## src/tcq_pkg.sv

```systemverilog
// Shared types and constants for the two-class oldest-first queue.
// Used by tcq_class_fifo and two_class_oldest_first_queue; depends on nothing.
`default_nettype none

package tcq_pkg;

  // Queue geometry and field widths.
  localparam int QUEUE_DEPTH = 64;
  localparam int STAMP_BITS  = 16;
  localparam int ID_W        = 32;
  localparam int TAKE_W      = 2;
  localparam int STATUS_W    = 2;
  localparam int PTR_W       = (QUEUE_DEPTH > 1) ? $clog2(QUEUE_DEPTH) : 1;
  localparam int CNT_W       = $clog2(QUEUE_DEPTH + 1);

  // Stream payload widths, rounded up to whole bytes.
  localparam int IN_TDATA_W  = ((ID_W + TAKE_W + 7) / 8) * 8;
  localparam int OUT_TDATA_W = ((ID_W + 7) / 8) * 8;

  typedef enum logic {
    CMD_ARRIVE = 1'b0,
    CMD_TAKE   = 1'b1
  } cmd_t;

  typedef enum logic [TAKE_W-1:0] {
    TAKE_OLDEST = 2'd0,
    TAKE_A      = 2'd1,
    TAKE_B      = 2'd2,
    TAKE_NONE   = 2'd3
  } take_t;

  typedef enum logic [STATUS_W-1:0] {
    STAT_STORED  = 2'd0,
    STAT_TAKEN   = 2'd1,
    STAT_EMPTY   = 2'd2,
    STAT_DROPPED = 2'd3
  } status_t;

  typedef enum logic {
    ST_IDLE = 1'b0,
    ST_EXEC = 1'b1
  } state_t;

  // Occupancy flags that one class queue reports to the control logic.
  typedef struct packed {
    logic empty;
    logic full;
  } fifo_stat_t;

endpackage

`default_nettype wire

```

## src/tcq_class_fifo.sv

```systemverilog
// One class queue: identifier and stamp memory with head, tail and count.
// Depends on tcq_pkg. The head entry is read every cycle into a register.
`default_nettype none

module tcq_class_fifo (
  input  wire logic                          clk,
  input  wire logic                          rst,
  input  wire logic                          push,
  input  wire logic [tcq_pkg::ID_W-1:0]       push_id,
  input  wire logic [tcq_pkg::STAMP_BITS-1:0] push_stamp,
  input  wire logic                          pop,
  output logic      [tcq_pkg::ID_W-1:0]       head_id,
  output logic      [tcq_pkg::STAMP_BITS-1:0] head_stamp,
  output tcq_pkg::fifo_stat_t                stat
);
  import tcq_pkg::*;

  localparam int ENTRY_W = STAMP_BITS + ID_W;

  logic [ENTRY_W-1:0] mem [QUEUE_DEPTH];
  logic [ENTRY_W-1:0] rd_data;
  logic [PTR_W-1:0]   head;
  logic [PTR_W-1:0]   tail;
  logic [CNT_W-1:0]   count;
  logic [PTR_W-1:0]   head_next;
  logic [PTR_W-1:0]   tail_next;

  // Pointer advance with wrap at the queue depth.
  assign head_next = (head == PTR_W'(QUEUE_DEPTH - 1)) ? '0 : head + 1'b1;
  assign tail_next = (tail == PTR_W'(QUEUE_DEPTH - 1)) ? '0 : tail + 1'b1;

  // Entry storage: write at the tail, registered read of the head.
  always_ff @(posedge clk) begin
    if (push) begin
      mem[tail] <= {push_stamp, push_id};
    end
    rd_data <= mem[head];
  end

  assign head_id    = rd_data[ID_W-1:0];
  assign head_stamp = rd_data[ENTRY_W-1:ID_W];

  // Pointers and occupancy.
  always_ff @(posedge clk) begin
    if (rst) begin
      head  <= '0;
      tail  <= '0;
      count <= '0;
    end else begin
      if (push) begin
        tail <= tail_next;
      end
      if (pop) begin
        head <= head_next;
      end
      if (push && !pop) begin
        count <= count + 1'b1;
      end else if (pop && !push) begin
        count <= count - 1'b1;
      end
    end
  end

  assign stat.empty = (count == '0);
  assign stat.full  = (count == CNT_W'(QUEUE_DEPTH));

endmodule

`default_nettype wire

```

## config.mk

```make
export PLATFORM = sky130hd
export DESIGN_NAME = tcq_class_fifo
export DESIGN_NICKNAME = d
export VERILOG_FILES = /design/src/tcq_pkg.sv /design/src/tcq_class_fifo.sv
export SDC_FILE = /design/constraint.sdc
export NUM_CORES = 2
export LEC_CHECK = 0
export ABC_AREA = 0
export BUFFER_PORTS_ARGS = -buffer_cell sky130_fd_sc_hd__buf_2
export CORE_ASPECT_RATIO = 0.8
export CORE_MARGIN = 2
export CORE_UTILIZATION = 60
export CTS_CLUSTER_SIZE = 10
export DETAILED_ROUTE_END_ITERATION = 10
export PLACE_DENSITY = 0.76
export SYNTH_ARGS = -nofsm -noshare
export SYNTH_HDL_FRONTEND = slang
export SYNTH_SLANG_ARGS = --single-unit
```

## constraint.sdc

```tcl
create_clock -name clk -period 5.8 [get_ports clk]
set_input_delay 0.58 -clock clk [delete_from_list [all_inputs] [get_ports clk]]
set_output_delay 0.58 -clock clk [all_outputs]
set_load 0.01 [all_outputs]
```

After elaboration in Yosys (flattened, before gate mapping)
Memories as Yosys holds them, arrays and structs flattened. A register that Yosys moved wholly into a read port is not among the register bits.
Cells that the tools add are included.
{"block": "op_classes", "n_eq_ne": 3, "n_addsub": 4, "muxes": 6, "reduce_logical": 6}
{"cell": "$mux 7", "n": 2}
{"cell": "$add 6x1->6 const B", "n": 2}
{"cell": "$eq 6x6->1 const B", "n": 2}
{"cell": "$mux 6", "n": 2}
{"cell": "$add 7x1->7 const B", "n": 1}
{"cell": "$eq 7x7->1 const B", "n": 1}
{"cell": "$logic_not 7->1", "n": 1}
{"cell": "$sub 7x1->7 const B", "n": 1}
{"cell": "$logic_and 1x1->1", "n": 2}
{"cell": "$logic_not 1->1", "n": 2}
{"cell": "$mux 1", "n": 2}
{"cell": "$reduce_bool 2->1", "n": 1}
{"block": "word_totals", "output_inout_bits": 50, "wordCells": 23, "memories": 1, "regBits": 19, "mem_bits_rw": 3072}
{"memory": "mem", "depth": 64, "width": 48, "read_ports": 1, "rd_ports_with_merged_regs": 1, "write_ports": 1, "line_no": "tcq_class_fifo.sv:20", "source": "logic [ENTRY_W-1:0] mem [QUEUE_DEPTH];"}

Logic depth before layout (Yosys ltp)
{"block": "logic_depth", "ltp_word": 4, "ltp_mapped": 10, "depth_no_buf": 9}

Worst setup path before layout
No wires, ideal clock.
{"block": "synth_path", "path_kind": "in2reg", "start": "in push", "end": "mem mem[49][0] (netlist name) (enable)", "cell_stages": 3, "required_ns": 5.287, "setup_slack_ns": 0.899, "t_arrival_ns": 4.388, "path_buffers": 1, "path_cell_list": "buf_1 nand4_1 nor3_1"}
{"block": "synth_via", "elab_chain_len": 2}
{"item": "start: declaration", "line_no": "tcq_class_fifo.sv:8", "source": "input wire logic push,"}
{"item": "$mux 1", "line_no": "tcq_class_fifo.sv:34", "source": "if (push) begin"}
{"item": "$mux 1 (implied by the code)", "line_no": "tcq_class_fifo.sv:35", "source": "mem[tail] <= {push_stamp, push_id};"}
{"item": "end: declaration", "line_no": "tcq_class_fifo.sv:20"}
No other way between the ends.

==> impl_metrics.json <==
{
  "antenna_found_initial": 23,
  "cpMaxStageDelayCell": "dfxtp_4",
  "ctsHoldBuffers": 0,
  "end_kind": "flop",
  "placed_cell_area_sq_um": 123000,
  "dr_total_vias": 59300,
  "worstMarginPinSlew_ns": 1.40,
  "drc": 0,
  "clock-sinks": 3139,
  "slew-limit-headroom_pct": 6.56,
  "start_kind": "flop",
  "synthArstFlopShare_pct": 0,
  "io_pins": 102,
  "status": "finished, final reports clean",
  "synth_flop_cell": "edfxtp_1",
  "routed_wl_mm": 315,
  "ys_types": 53,
  "drt-pass1-iter-count": 6,
  "grt-ovfl-total": 0,
  "fmax_mhz": 264,
  "p_leak_uw": 0.0408,
  "synth_nets": 5163,
  "path_class": "flop to flop",
  "critPathMaxFanout": 49,
  "clk_path_buf_depth": 4,
  "fin_crit_sh_pct": 65.3,
  "hp-class": "primary input to flop",
  "nNetsFinal": 5516,
  "avgSynthCellArea_sq_um": 23.2,
  "portBuffers": 101,
  "wl_per_cell_microns": 38.4,
  "cp.arrival_ns": 4.65,
  "synth-edff-count": 3072,
  "rsz0062_at_grt": "false",
  "critical-path-max-stage-delay_ns": 1.03,
  "start_util_pct": 60.5,
  "root_buffer": "clkbuf_16",
  "worst-path-buf-inv": 1,
  "antenna_left": 0,
  "drv_cap": 0,
  "drive_gt1_share_pct": 26.2,
  "grt_start_max_net_pins": 116,
  "finish.instance_area_sq_um": 133000,
  "min_period_ns": 3.79,
  "setup_viol": 0,
  "first_global_vias": 59300,
  "cp_top_family": "compound AO/OA/AOI/OAI gates",
  "hold_viol": 0,
  "synthCells": 5102,
  "syn2layout_area_growth_pct": 12.3,
  "tns_ns": 0,
  "final_cells": 8221,
  "pre_cts_ws_ns": 1.95,
  "grt_pass1_wl_mm": 446,
  "cts_buffers": 365,
  "die_area_sq_um": 201000,
  "crit_required_ns": 6.67,
  "drt-initial-drc-count": 10200,
  "die_y_microns": 401,
  "postLayoutSetupSlackWorst_ns": 2.01,
  "finalPower_uw": 47700,
  "ys_ff_latch": 3139,
  "pwr_density_cell_nw_per_um2": 359,
  "netlist_area_sq_um": 118000,
  "via_per_inst": 7.21,
  "clk_pin_slew_worst_paths_ns": 0.06,
  "chipWidth_microns": 501,
  "timing.critical_path.mode_cell": "a211oi_1",
  "tritoncts": "done",
  "clk_latency_ns": 0.98,
  "ys_warn_count": 0,
  "core_area_sq_um": 196000,
  "routabilityCongestion": 0.843,
  "fin_worst_skew_ns": 0.0960,
  "rows": 145,
  "fillerInstances": 11300,
  "irDropWorstVdd_mv": 0.296,
  "dp.cells": 7659,
  "cts_setup_buffers": 0,
  "slew_viol_final": 0,
  "ctsResizeCount": 0,
  "grt_usage_pct": 31.7,
  "h-tree-depth": 5,
  "ys_seq_area_share_pct": 79.0,
  "worstPathCellList": "buf_12, nand3b_1, o221ai_1, a211oi_1, a211oi_1, or3_1",
  "hpwl_mm": 168
}
-- sequential cells by signal (all words and copies together), names as in the netlist --
signal / flops
mem: 3072
rd_data: 48
count: 7
head: 6
tail: 6
-- cell usage after synthesis, drive strengths merged, types with 7 or more instances --
master	number	area (sq um)
nand3	8	40.0
and4	9	78.8
dfxtp	67	1340
a211o	12	105
a22o	67	587
a22oi	95	713
a211oi	59	443
mux4	721	16200
o221ai	56	490
nor2b	12	75.1
or3	13	81.3
mux2i	186	1860
nand2	38	143
o21ai	63	315
buf	174	1160
a221oi	85	744
nor2	98	368
ha	8	100
clkbuf	123	462
edfxtp	3072	92200
a21oi	37	185
o22ai	24	150
nand2b	7	43.8
nor3	19	95.1
-- per-layer routing --
layer | up-vias | part of all wire (%) | track usage (%)
met2 | 4809 | 46 | 47.1
met4 | 16 | 4.1 | 11.8
met5 | - | 0.030 | 0
met1 | 31100 | 36 | 45.4
li1 | 22700 | - | -
met3 | 716 | 14 | 9.21
-- worst paths after layout --
| path | slack [ns] | depth (start not counted) | from | endpoint |
|---|---|---|---|---|
| worst max-delay path | 2.01 | 6 | head[0] | rd_data[26] |
| worst min-delay path | 0.10 | 2 | rst | count[2] |
| worst max register to register | 2.01 | 6 | head[0] | rd_data[26] |
| worst min register to register | 0.54 | 2 | count[2] | count[2] |
-- area by class of cell --
type,count,area [sq um],area share (%)
clock inverter,12,155,0.117
antenna,9,22.5,0.0169
tap,2572,3220,2.42
clock buffer,540,9900,7.44
timing repair buffer,283,2310,1.74
inverter,6,22.5,0.0169
sequential,3139,93600,70.4
multi-input combinational,1660,23700,17.9
-- through the flow --
| step | hold slack [ns] | util [%] |
|---|---|---|
| 6_report | 0.105 | 67.9 |
| 5_1_grt | 0.0891 | 67.9 |
| 4_1_cts | 0.0517 | 67.9 |
| 3_5_place_dp | 0.522 | 62.8 |
| 3_3_place_gp | 0.518 | 62.8 |
| 2_1_floorplan | 0.487 | - |
-- cells by family (layout without fill, tap and decap cells) --
family	count (synthesis)	in the layout	share of synthesized area [%]
buffers and inverters	303	841	1.39
AOI/OAI and AO/OA	506	506	3.20
other	0	9	0
muxes	908	908	15.3
adders and majority gates	9	9	0.101
DFF	3139	3139	79.0
xor gates and xnor gates	10	10	0.0739
and+or+nand+nor	227	227	0.924
-- worst register-to-register path: stages (launching register included) --
cell,delay [ns]
dfxtp_4,1.03
buf_12,0.46
nand3b_1,0.67
o221ai_1,0.71
a211oi_1,0.14
a211oi_1,0.54
or3_1,0.19
-- layout by cell type, fill, tap and decap left out, types with 4 or more instances in the layout --
master     Yosys  routed
buf_4         30     147
nand3_1        8       7
edfxtp_1    3072    3072
ha_1           8       8
or3_1         13      13
inv_6          0       6
dfxtp_1       67      61
xnor2_1        4       4
o221ai_1      56      56
a211oi_1      59      59
nor2_1        98      34
clkbuf_1     123     170
and4_1         9       9
nor2b_1       12       6
nor2_4         0      61
xor2_1         6       6
nand2_1       38      37
inv_1          5       5
a211o_1       12      12
o21ai_1       24      24
a21oi_1       37      37
a22o_1        67      67
mux4_2       721     721
diode_2        0       9
nand2b_1       7       6
o21ai_0       39      39
dfxtp_4        0       4
mux2i_1      186     186
o22ai_1       24      24
buf_2         84     101
nand4_1        5       5
nor3_2         0       4
nor3_1        19      15
a22oi_1       95      95
a221oi_1      85      85
nor2b_4        0       4
clkbuf_16      0     370
buf_12         1      35
-- power by group --
part	internal [uW]	switching [uW]	total, uW
Sequential	25000	133	25200
Clock	11700	8410	20100
Combinational	984	1440	2430
Total	37700	9990	47700
Note: power is estimated with default switching activity, not from simulation.
